===== src/hw/rtl/lkc_pkg.sv =====
// Shared constants and types for the LRU key cache.
`timescale 1ns / 1ps

package lkc_pkg;

  localparam int CAP_W     = 5;
  localparam int CAP_RESET = 16;

  // Result flags, hit in the lowest bit.
  typedef struct packed {
    logic evicted_valid;
    logic hit;
  } lkc_flags_t;

endpackage


===== src/hw/rtl/lru_key_cache_core.sv =====
// Top level of the LRU key cache: row of key cells, occupancy control, result buffer.
// The result of a key is registered in the result buffer before it appears on out_*.
// Throughput: one key per cycle while in_tready is high; the whole cell row compares and shifts at once.
// The two-entry result buffer keeps accepting while one result waits downstream.
// Reset (rst_n low, synchronous): cache empty, capacity 16 (ENTRIES if smaller), result buffer empty.
// Stored keys are not cleared; no clearing pass is needed.
`timescale 1ns / 1ps

module lru_key_cache_core
  import lkc_pkg::*;
#(
  parameter int ENTRIES  = 16,
  parameter int KEY_BITS = 16,
  localparam int OCC_W   = $clog2(ENTRIES + 1),
  localparam int IN_W    = ((KEY_BITS + 7) / 8) * 8,
  localparam int OUT_W   = ((KEY_BITS + OCC_W + 7) / 8) * 8
) (
  input  logic             clk,
  input  logic             rst_n,
  input  logic             in_tvalid,
  output logic             in_tready,
  input  logic [IN_W-1:0]  in_tdata,   // key
  output logic             out_tvalid,
  input  logic             out_tready,
  output logic [OUT_W-1:0] out_tdata,  // evicted_key, occupancy
  output logic [1:0]       out_tuser,  // hit, evicted_valid
  input  logic             cfg_valid,
  output logic             cfg_ready,
  input  logic [CAP_W-1:0] cfg_data    // capacity
);

  localparam int RES_W     = KEY_BITS + OCC_W;
  localparam int LIM_RESET = (ENTRIES < CAP_RESET) ? ENTRIES : CAP_RESET;

  logic [OCC_W-1:0]    fill_r, fill_nxt;
  logic [OCC_W-1:0]    lim_r, lim_nxt;
  logic [KEY_BITS-1:0] in_key;
  logic                acc, cfg_wr, full, hit, ev_valid;
  logic [OCC_W-1:0]    hit_pos, bound, last, occ_step;
  logic [KEY_BITS-1:0] evk_any, evk_out;
  logic [ENTRIES-1:0]  match_vec;
  logic [KEY_BITS-1:0] cell_key   [ENTRIES];
  logic [KEY_BITS-1:0] cell_evict [ENTRIES];
  lkc_flags_t          res_flags, out_flags;
  logic [RES_W-1:0]    res_data, out_data;

  assign in_key    = in_tdata[KEY_BITS-1:0];
  assign acc       = in_tvalid && in_tready;
  assign cfg_ready = 1'b1;
  assign cfg_wr    = cfg_valid && cfg_ready;

  assign full = (fill_r == lim_r);
  assign last = lim_r - OCC_W'(1);

  genvar g;
  generate
    for (g = 0; g < ENTRIES; g++) begin : g_cell
      logic [KEY_BITS-1:0] left_key;
      if (g == 0) begin : g_head
        assign left_key = in_key;
      end else begin : g_body
        assign left_key = cell_key[g-1];
      end
      lkc_cell #(
        .KEY_BITS (KEY_BITS),
        .OCC_W    (OCC_W),
        .IDX      (g)
      ) u_cell (
        .clk       (clk),
        .load      (acc),
        .probe     (in_key),
        .left_key  (left_key),
        .fill      (fill_r),
        .bound     (bound),
        .last      (last),
        .key       (cell_key[g]),
        .match     (match_vec[g]),
        .evict_key (cell_evict[g])
      );
    end
  endgenerate

  // Keys are unique among held cells, so OR-ing match indexes acts as a select; only the last cell drives evict keys.
  always_comb begin
    hit_pos = '0;
    evk_any = '0;
    for (int j = 0; j < ENTRIES; j++) begin
      if (match_vec[j]) begin
        hit_pos = hit_pos | OCC_W'(j);
      end
      evk_any = evk_any | cell_evict[j];
    end
  end

  assign hit      = |match_vec;
  assign ev_valid = !hit && full;
  assign evk_out  = ev_valid ? evk_any : '0;

  always_comb begin
    priority if (hit) begin
      bound = hit_pos;
    end else if (full) begin
      bound = fill_r - OCC_W'(1);
    end else begin
      bound = fill_r;
    end
  end

  assign occ_step = (!hit && !full) ? fill_r + OCC_W'(1) : fill_r;

  always_comb begin
    fill_nxt = fill_r;
    lim_nxt  = lim_r;
    if (cfg_wr) begin
      // writing capacity empties the store
      fill_nxt = '0;
      if (cfg_data == '0) begin
        lim_nxt = OCC_W'(1);
      end else if (int'(cfg_data) > ENTRIES) begin
        lim_nxt = OCC_W'(ENTRIES);
      end else begin
        lim_nxt = OCC_W'(cfg_data);
      end
    end else if (acc) begin
      fill_nxt = occ_step;
    end
  end

  always_ff @(posedge clk) begin
    if (!rst_n) begin
      fill_r <= '0;
      lim_r  <= OCC_W'(LIM_RESET);
    end else begin
      fill_r <= fill_nxt;
      lim_r  <= lim_nxt;
    end
  end

  assign res_flags.hit           = hit;
  assign res_flags.evicted_valid = ev_valid;
  assign res_data                = {occ_step, evk_out};

  lkc_outbuf #(
    .DATA_W (RES_W)
  ) u_outbuf (
    .clk       (clk),
    .rst_n     (rst_n),
    .in_valid  (in_tvalid),
    .in_ready  (in_tready),
    .in_flags  (res_flags),
    .in_data   (res_data),
    .out_valid (out_tvalid),
    .out_ready (out_tready),
    .out_flags (out_flags),
    .out_data  (out_data)
  );

  assign out_tuser = out_flags;

  always_comb begin
    out_tdata              = '0;
    out_tdata[RES_W-1:0]   = out_data;
  end

`ifndef SYNTHESIS
  a_fill_bounded : assert property (@(posedge clk) disable iff (!rst_n)
    fill_r <= lim_r)
    else $error("occupancy above capacity limit");

  a_unique_match : assert property (@(posedge clk) disable iff (!rst_n)
    $onehot0(match_vec))
    else $error("key held in more than one cell");

  a_miss_grows : assert property (@(posedge clk) disable iff (!rst_n)
    (acc && !cfg_wr && !hit && !full) |=> (fill_r == $past(fill_r) + OCC_W'(1)))
    else $error("miss with free room did not grow occupancy");

  a_hit_keeps : assert property (@(posedge clk) disable iff (!rst_n)
    (acc && !cfg_wr && hit) |=> (fill_r == $past(fill_r)))
    else $error("hit changed occupancy");

  a_front_key : assert property (@(posedge clk) disable iff (!rst_n)
    acc |=> (cell_key[0] == $past(in_key)))
    else $error("accepted key not at most-recent position");
`endif

endmodule


===== src/hw/rtl/lkc_cell.sv =====
// One cell of the recency-ordered key row: holds one key, compares it, shifts right.
`timescale 1ns / 1ps

module lkc_cell #(
  parameter int KEY_BITS = 16,
  parameter int OCC_W    = 5,
  parameter int IDX      = 0
) (
  input  logic                clk,
  input  logic                load,
  input  logic [KEY_BITS-1:0] probe,
  input  logic [KEY_BITS-1:0] left_key,
  input  logic [OCC_W-1:0]    fill,
  input  logic [OCC_W-1:0]    bound,
  input  logic [OCC_W-1:0]    last,
  output logic [KEY_BITS-1:0] key,
  output logic                match,
  output logic [KEY_BITS-1:0] evict_key
);

  localparam logic [OCC_W-1:0] POS = OCC_W'(IDX);

  logic [KEY_BITS-1:0] key_r;

  // On load, take the neighbor's key when this position lies at or before the shift bound.
  always_ff @(posedge clk) begin
    if (load && (POS <= bound)) begin
      key_r <= left_key;
    end
  end

  assign key       = key_r;
  assign match     = (POS < fill) && (key_r == probe);
  assign evict_key = (POS == last) ? key_r : '0;

endmodule


===== src/hw/rtl/lkc_outbuf.sv =====
// Two-entry output buffer (main register plus skid) for the result stream.
`timescale 1ns / 1ps

module lkc_outbuf
  import lkc_pkg::*;
#(
  parameter int DATA_W = 21
) (
  input  logic              clk,
  input  logic              rst_n,
  input  logic              in_valid,
  output logic              in_ready,
  input  lkc_flags_t        in_flags,
  input  logic [DATA_W-1:0] in_data,
  output logic              out_valid,
  input  logic              out_ready,
  output lkc_flags_t        out_flags,
  output logic [DATA_W-1:0] out_data
);

  logic              main_v_r, main_v_nxt;
  logic              skid_v_r, skid_v_nxt;
  lkc_flags_t        main_flags_r, skid_flags_r;
  logic [DATA_W-1:0] main_data_r, skid_data_r;
  logic              push, pop;
  logic              main_from_in, main_from_skid, skid_from_in;

  assign in_ready = !skid_v_r;
  assign push     = in_valid && in_ready;
  assign pop      = main_v_r && out_ready;

  always_comb begin
    main_v_nxt     = main_v_r;
    skid_v_nxt     = skid_v_r;
    main_from_in   = 1'b0;
    main_from_skid = 1'b0;
    skid_from_in   = 1'b0;
    if (!main_v_r || pop) begin
      if (skid_v_r) begin
        // advance skid into main, new transfer lands in skid
        main_v_nxt     = 1'b1;
        main_from_skid = 1'b1;
        skid_v_nxt     = push;
        skid_from_in   = push;
      end else begin
        main_v_nxt   = push;
        main_from_in = push;
      end
    end else if (push) begin
      skid_v_nxt   = 1'b1;
      skid_from_in = 1'b1;
    end
  end

  always_ff @(posedge clk) begin
    if (!rst_n) begin
      main_v_r <= 1'b0;
      skid_v_r <= 1'b0;
    end else begin
      main_v_r <= main_v_nxt;
      skid_v_r <= skid_v_nxt;
    end
  end

  always_ff @(posedge clk) begin
    if (main_from_skid) begin
      main_flags_r <= skid_flags_r;
      main_data_r  <= skid_data_r;
    end else if (main_from_in) begin
      main_flags_r <= in_flags;
      main_data_r  <= in_data;
    end
    if (skid_from_in) begin
      skid_flags_r <= in_flags;
      skid_data_r  <= in_data;
    end
  end

  assign out_valid = main_v_r;
  assign out_flags = main_flags_r;
  assign out_data  = main_data_r;

endmodule

===== config.mk =====
export PLATFORM = sky130hd
export DESIGN_NAME = lru_key_cache_core
export DESIGN_NICKNAME = d
export VERILOG_FILES = /design/src/hw/rtl/lkc_pkg.sv /design/src/hw/rtl/lru_key_cache_core.sv /design/src/hw/rtl/lkc_cell.sv /design/src/hw/rtl/lkc_outbuf.sv
export SDC_FILE = /design/constraint.sdc
export NUM_CORES = 1
export LEC_CHECK = 0
export ABC_AREA = 0
export BUFFER_PORTS_ARGS = -buffer_cell sky130_fd_sc_hd__buf_2
export CELL_PAD_IN_SITES_DETAIL_PLACEMENT = 0
export CELL_PAD_IN_SITES_GLOBAL_PLACEMENT = 1
export CORE_UTILIZATION = 40
export CTS_CLUSTER_DIAMETER = 100
export CTS_CLUSTER_SIZE = 16
export DETAILED_ROUTE_END_ITERATION = 6
export HOLD_SLACK_MARGIN = 0.08
export PLACE_DENSITY_LB_ADDON = 0.1
export REMOVE_ABC_BUFFERS = 1
export SKIP_CTS_REPAIR_TIMING = 1
export SLEW_MARGIN = 20
export SYNTH_ARGS = -nofsm -noshare
export SYNTH_HDL_FRONTEND = slang
export SYNTH_SLANG_ARGS = --single-unit
export TNS_END_PERCENT = 20

===== constraint.sdc =====
create_clock -name clk -period 3.7 [get_ports clk]
set_clock_uncertainty 0.2 [all_clocks]
set_input_delay 0.37 -clock clk [delete_from_list [all_inputs] [get_ports clk]]
set_output_delay 0.37 -clock clk [all_outputs]
set_load 0.01 [all_outputs]

Yosys cells after proc, flatten, opt, wreduce, memory -nomap -nowiden --
Index checks and enable logic that the tools add are counted.
Word-level totals: word-level logic and storage cells 208, bits of input ports 26, output and inout port bits 29, flip-flop bits (word level) 314
Operators by class: reduce and logical (&&, ||, !) cells 47, order comparisons 33, mux-type cells 51, equality and inequality tests 32, bitwise gates (word level) 16, add/sub/neg operators 3
Operators by type and width (number):
- two-way mux 16 bit | 17
- == test 16 bit | 16
- bitwise OR 16 bit | 15
- two-way mux 21 bit | 2
- == test 4 x 5 -> 1 bit (first input constant) | 8
- <= comparator 4 x 5 -> 1 bit (first input constant) | 8
- < comparator 4 x 5 -> 1 bit (first input constant) | 8
- logical AND 1 bit | 36
- two-way mux 4 bit | 8
- two-way mux 5 bit | 5
- == test 3 x 5 -> 1 bit (first input constant) | 4
- <= comparator 3 x 5 -> 1 bit (first input constant) | 4
- < comparator 3 x 5 -> 1 bit (first input constant) | 4
- OR reduction 16 bit | 1
- two-way mux 3 bit | 4
- two-way mux 1 bit | 11
- == test 2 x 5 -> 1 bit (first input constant) | 2
- <= comparator 1 x 5 -> 1 bit (first input constant) | 2
- <= comparator 2 x 5 -> 1 bit (first input constant) | 2
- zero test 5 bit | 2
- < comparator 1 x 5 -> 1 bit (first input constant) | 2
- < comparator 2 x 5 -> 1 bit (first input constant) | 2
- subtractor 5 x 1 -> 5 bit (second input constant) | 2
- two-way mux 2 bit | 4
- other kinds (9) | 13

Depth between registers and ports, before layout --
word-level depth 21, gate-level depth with buffers 12, mapped depth without buffers 10

Hierarchy --
From an unflattened synthesis, not the netlist that was laid out.
Second synthesis, totals: cells, all modules 1246, area total of the unflattened synthesis 16284.4 sq um
Modules (own cells, without submodules):
- lkc_cell (g_cell[13].u_cell ...) | instances 3, sequential area each 480.5 sq um, area an instance 803.3 sq um, cells an instance 60
- lkc_outbuf | instances 1, sequential area each 1421.4 sq um, area an instance 1835.5 sq um, cells an instance 81
- lkc_cell (g_cell[12].u_cell ...) | instances 2, sequential area each 480.5 sq um, area an instance 814.5 sq um, cells an instance 60
- lkc_cell (g_cell[10].u_cell ...) | instances 2, sequential area each 480.5 sq um, area an instance 807.0 sq um, cells an instance 61
- lru_key_cache_core | instances 1, sequential area each 200.2 sq um, area an instance 1507.7 sq um, cells an instance 208
- lkc_cell (g_cell[1].u_cell) | instances 1, sequential area each 480.5 sq um, area an instance 829.5 sq um, cells an instance 60
- lkc_cell (g_cell[8].u_cell) | instances 1, sequential area each 480.5 sq um, area an instance 823.3 sq um, cells an instance 59
- lkc_cell (g_cell[2].u_cell) | instances 1, sequential area each 480.5 sq um, area an instance 819.5 sq um, cells an instance 59
- lkc_cell (g_cell[3].u_cell) | instances 1, sequential area each 480.5 sq um, area an instance 810.8 sq um, cells an instance 59
- lkc_cell (g_cell[11].u_cell) | instances 1, sequential area each 480.5 sq um, area an instance 808.3 sq um, cells an instance 61
- lkc_cell (g_cell[9].u_cell) | instances 1, sequential area each 480.5 sq um, area an instance 807.0 sq um, cells an instance 60
- lkc_cell (g_cell[0].u_cell) | instances 1, sequential area each 480.5 sq um, area an instance 802.0 sq um, cells an instance 59
- lkc_cell (g_cell[7].u_cell) | instances 1, sequential area each 480.5 sq um, area an instance 797.0 sq um, cells an instance 59
- lkc_cell (g_cell[15].u_cell) | instances 1, sequential area each 480.5 sq um, area an instance 790.8 sq um, cells an instance 59

Worst setup path after synthesis --
Ideal clock, no wire load.
kind input-to-reg, from in in_tdata[8], to reg g_cell[7].u_cell.key_r[0], enable pin, path slack -0.320 ns, stages 10, data arrival time 3.406 ns, path buffers 2, required time 3.086 ns, library setup time 0.414 ns, cell sequence buf_4 -> buf_8 -> xor2_1 -> nor4_1 -> nand4_1 -> o32a_1 -> nand4_1 -> or3_1 -> nand3_1 -> a211oi_1
On the way: word-level cells in the longest chain between the ends 20, elaborated cells on any way between the ends 51, those cells by class 1 x order compare; 16 x eq/ne; 16 x mux; 18 x reduce/logical
Ends and longest elaborated chain:
- start: declaration | RTL line lru_key_cache_core.sv:22 | input logic [IN_W-1:0] in_tdata,
- == test 16 bit | RTL line lkc_cell.sv:33 | assign match = (POS < fill) && (key_r == probe);
- logical AND 1 bit | RTL line lkc_cell.sv:33
- two-way mux 1 bit | RTL line lru_key_cache_core.sv:88 | if (match_vec[j]) begin
- two-way mux 2 bit (2 in a row) | RTL line lru_key_cache_core.sv:88
- two-way mux 3 bit (4 in a row) | RTL line lru_key_cache_core.sv:88
- two-way mux 4 bit (8 in a row) | RTL line lru_key_cache_core.sv:88
- two-way mux 5 bit (*) | RTL line lru_key_cache_core.sv:100 | priority if (hit) begin
- <= comparator 3 x 5 -> 1 bit (*) | RTL line lkc_cell.sv:27 | if (load && (POS <= bound)) begin
- logical AND 1 bit (*) | RTL line lkc_cell.sv:27
- end signal: assignment | RTL line lkc_cell.sv:28 | key_r <= left_key;
- end: declaration | RTL line lkc_cell.sv:23 | logic [KEY_BITS-1:0] key_r;
Every way passes the cells marked *; elsewhere a longest branch is shown, timed or not. A chain may end at the register's enable or synchronous reset.

Final worst setup path --
from reg fill_r[3], to reg g_cell[6].u_cell.key_r[0], enable pin
On the way: word-level cells in the longest chain between the ends 20, elaborated cells on any way between the ends 54, those cells by class 1 x add/sub; 17 x order compare; 1 x eq/ne; 17 x mux; 18 x reduce/logical
Ends and longest elaborated chain:
- start: declaration | RTL line lru_key_cache_core.sv:35 | logic [OCC_W-1:0] fill_r, fill_nxt;
- start signal: assignment | RTL line lru_key_cache_core.sv:134 | fill_r <= fill_nxt;
- < comparator 1 x 5 -> 1 bit | RTL line lkc_cell.sv:33
- logical AND 1 bit | RTL line lkc_cell.sv:33
- two-way mux 1 bit | RTL line lru_key_cache_core.sv:88
- two-way mux 2 bit (2 in a row) | RTL line lru_key_cache_core.sv:88
- two-way mux 3 bit (4 in a row) | RTL line lru_key_cache_core.sv:88
- two-way mux 4 bit (8 in a row) | RTL line lru_key_cache_core.sv:88
- two-way mux 5 bit (*) | RTL line lru_key_cache_core.sv:100
- <= comparator 3 x 5 -> 1 bit (*) | RTL line lkc_cell.sv:27
- logical AND 1 bit (*) | RTL line lkc_cell.sv:27
- end signal: assignment | RTL line lkc_cell.sv:28
- end: declaration | RTL line lkc_cell.sv:23
Marked as above.

==> results.md <==
Worst setup path:
- The worst setup path is launched from a register.
- The endpoint identified for the worst register-to-register timing path is g_cell[6].u_cell.key[0].
- The setup slack on the worst flop-to-flop path is 0.09 ns.
- For the worst flop-to-flop path, the logic depth is 10.
- For the worst setup path, the data required time is 3.75 ns.
- In this run the worst path has a maximum fanout of 16.
- The kind of end point of the critical path is a register.
- The critical path arrival is 3.66 ns.
- The critical path start-end classification is register to register.
- In this run the critical register-to-register path is launched from fill_r[3].

Floorplanning:
- The starting utilization of the core area is 40.52%.
- The horizontal die dimension is 199.6 um.
- The die covers 39860 um2.
- The core region is 38560 um2.
- Row generation in the floorplan step produced 72 rows.
- The overall die height is 199.6 um.
- The top-level port count is 55.

Power:
- In this run the static leakage power is 6.216 nW.
- The design draws 7.551 mW.
- The worst ir drop on vdd is 0.3504 mV.
- The power density over the cells is 410.8 nW/um2.

Clocking:
- The clock sink count is 314.
- After clock tree synthesis, the clock-pin slew on the worst setup and hold paths is 0.08 ns.
- TritonCTS built the clock tree.
- The H-tree depth is 1.
- The number of buffers inserted during clock tree synthesis is 23.
- In this run the deepest clock path goes through 3 buffers.
- The insertion delay of the later-clocked pin in the worst-skew pair is 0.56 ns.
- The root buffer cell is clkbuf_16.

GRT:
- The first-pass GRT wire length is 77510 um.
- The final global-route overflow total is 0.
- The largest net degree at the start of global routing is 41.
- The via count of the first global-routing pass is 10320.
- The number of antenna violations at the first check in global routing came to 0.
- In the global route stage, overall resource usage came out at 28.35%.

Run:
- Max-cap violations in this run came to 0.

Cells and area:
- The final non-filler cell total is 1891.
- The net count of the finished layout is 1385.
- Counting the fill cells in the layout gives 3559.
- Summing all multi-input logic gate instances after layout gives 5802 um2.
- The count of inserted antenna diode cells is 0.
- Across the whole layout, storage elements account for 9310 um2.
- The area growth from synthesis to layout is 17.64%.
- The share of post-route cells with drive strength above 1 is 18.43%.

Placement:
- Counting tap cells, the placed design contains a total of 1823 instances.
- Routability-driven placement finished with a final weighted congestion of 0.9539.
- The total of buffers placed on input and output ports is 50.
- The placed wire-length estimate after detailed placement is 42550 um.

Synthesis:
- The synthesized design contains 302 enable-type register cells.
- Yosys mapped the design onto 64 distinct sky130hd cell types.
- In the synthesized netlist the dominant register cell turns out to be edfxtp_1.
- Synthesis handed over a netlist of 1189 instances.
- The average cell area after synthesis is 13.14 um2.
- Counting flops with an async set or reset pin after synthesis yields a share of 0%.
- The synthesized area is 15620 um2.
- After synthesis the netlist holds a flip-flop and latch count of 314.
- The sequential area share after synthesis is 59.58%.
- The total number of yosys warnings is 0.

Outcome:
- The flow ran to the end, and the final reports show no timing, DRC or antenna violations.

Drt:
- For this run, the detailed router's first-pass iteration total came to 5.
- For this run, design rule violations remaining after detail routing come to 0.
- In the final routed layout, each cell accounts on average for 29.84 um.
- The number of vias per cell is 5.815.
- In this run, the number of DRC markers left after iteration 0 of detailed routing was 1359.
- The number of nets still failing antenna checks after routing is 0.
- The final layout contains routed wiring with a total length of 56420 um.
- The via total after detailed routing is 11000.

STA:
- The number of max-slew violations in the final report is 0.
- The pin slew with the least headroom to its limit is 0.9680 ns.
- Setup violations remaining at the end of the flow were counted as 0.
- The setup total negative slack is 0 ns.
- After layout, the worst path uses 97.62% of the clock period.
- The shortest clock period the worst path allows after layout is 3.612 ns.
- The timing-limited maximum frequency is 276.9 MHz.
- In this run the tightest slew margin relative to its limit is 34.87%.
- The count of final hold-check violations is 0.
- On the final layout, the worst hold slack is 0.05266 ns.

Min path:
- The startpoint of the most critical hold path is cfg_data[4].
- The path class of the tightest hold or removal check is input pin to register.
- The cell count of the worst hold path is 4.
- For hold timing, the worst endpoint is lim_r[1].
-- layer usage --
layer	share of wire, %	global-route usage, %	vias up
met5	0	0	-
met4	3.5	9.330	0
met3	9.1	5.485	90
met2	44	42.32	523
met1	44	41.13	5524
li1	-	-	4859
-- cells by family (layout without fill, tap and decap cells) --
group | after synthesis | count (layout) | synth area share (%)
AOI/OAI and AO/OA | 219 | 219 | 10.59
DFF | 314 | 314 | 59.58
muxes | 4 | 4 | 0.2803
and+or+nand+nor | 295 | 295 | 9.938
buffers and inverters | 82 | 264 | 4.188
other | 2 | 4 | 0.04806
adders and majority gates | 3 | 3 | 0.2403
xor gates and xnor gates | 270 | 270 | 15.13
-- how the worst max path moves through the flow --
stage	start	to	slack (ns)
floorplan	fill_r[0]	g_cell[7].u_cell.key[0]	-0.26
global placement	in_tdata[1]	u_outbuf.out_data[0]	-0.31
detailed placement	in_tdata[1]	g_cell[6].u_cell.key[1]	-0.29
CTS	g_cell[10].u_cell.key[10]	g_cell[6].u_cell.key[0]	-0.02
global route	g_cell[15].u_cell.key[0]	g_cell[5].u_cell.key[0]	-0.03
finish	fill_r[3]	g_cell[6].u_cell.key[0]	0.09
-- through the flow --
stage	setup WS (ns)	cell area (um2)	util (%)
after floorplan	-0.2585	15010	-
after global placement	-0.3079	17390	45.11
after detailed placement	-0.2859	17390	45.11
after CTS	-0.01846	18050	46.83
after global routing	-0.03408	18380	47.67
final	0.08814	18380	47.67
-- worst max-delay path, cell delays in order (launching register included) --
cell     delay [ns]
dfxtp_1        0.40
buf_4          0.22
and3_1         0.21
o21ai_0        0.31
o22ai_1        0.21
buf_4          0.19
or4b_4         0.61
nor3_4         0.30
a21oi_1        0.12
o31ai_2        0.30
buf_12         0.21
-- where the power goes --
part / switching [mW] / internal, mW / leakage (nW) / total, mW
logic: 0.506 / 0.347 / 3.00 / 0.853
clock network: 1.30 / 1.20 / 0.318 / 2.50
registers: 0.147 / 4.05 / 2.90 / 4.20
-- cell type report --
cell class	instances	area share (%)
sequential	314	50.65
multi-input combinational	795	31.56
timing repair buffer	213	10.47
clock buffer	40	3.533
tap	518	3.526
inverter	9	0.1838
clock inverter	2	0.07488
-- cell usage in the layout (no fill, tap or decap), types with 8 or more instances in the layout --
master           n
nand2b_1        10
nand2_1         43
buf_2           50
dlygate4sd3_1   25
or4_1            8
a221oi_1        32
nand4_1         25
clkbuf_1        16
nor3_1           9
xnor2_1        107
buf_12          31
dfxtp_1         11
inv_1            9
nand3_1         49
xor2_1         163
edfxtp_1       302
buf_4          107
nor4_1          35
a22oi_1         65
a22o_1          32
clkbuf_16       23
o31ai_1         19
nor2_1          69
a21oi_1         17
-- Yosys cell counts (7+ instances only) --
master / count / area share [%]
a21oi_1: 24 / 0.77
nand3_1: 49 / 1.6
xor2_1: 163 / 9.1
or4_1: 8 / 0.38
a22oi_1: 65 / 3.1
buf_6: 13 / 0.94
nor3_1: 12 / 0.38
nand2b_1: 10 / 0.40
nor2_1: 70 / 1.7
nand2_1: 44 / 1.1
nand4_1: 25 / 1.0
a22o_1: 32 / 1.8
nor4_1: 39 / 1.6
clkbuf_1: 29 / 0.70
buf_8: 10 / 0.96
nor2b_1: 7 / 0.28
a221oi_1: 32 / 1.8
edfxtp_1: 302 / 58
inv_1: 9 / 0.22
o31ai_1: 20 / 0.96
buf_4: 9 / 0.43
dfxtp_1: 12 / 1.5
o21ai_0: 7 / 0.22
xnor2_1: 107 / 6.0
-- sequential cells by signal, indices dropped and copies added, names as in the netlist --
| register | cells |
|---|---|
| lim_r | 5 |
| u_outbuf.out_data | 21 |
| u_outbuf.skid_v_r | 1 |
| u_outbuf.skid_flags_r | 2 |
| u_outbuf.out_flags | 2 |
| u_outbuf.out_valid | 1 |
| g_cell.u_cell.key | 256 |
| u_outbuf.skid_data_r | 21 |
| fill_r | 5 |
No activity file was read; power rests on OpenSTA's default activity.
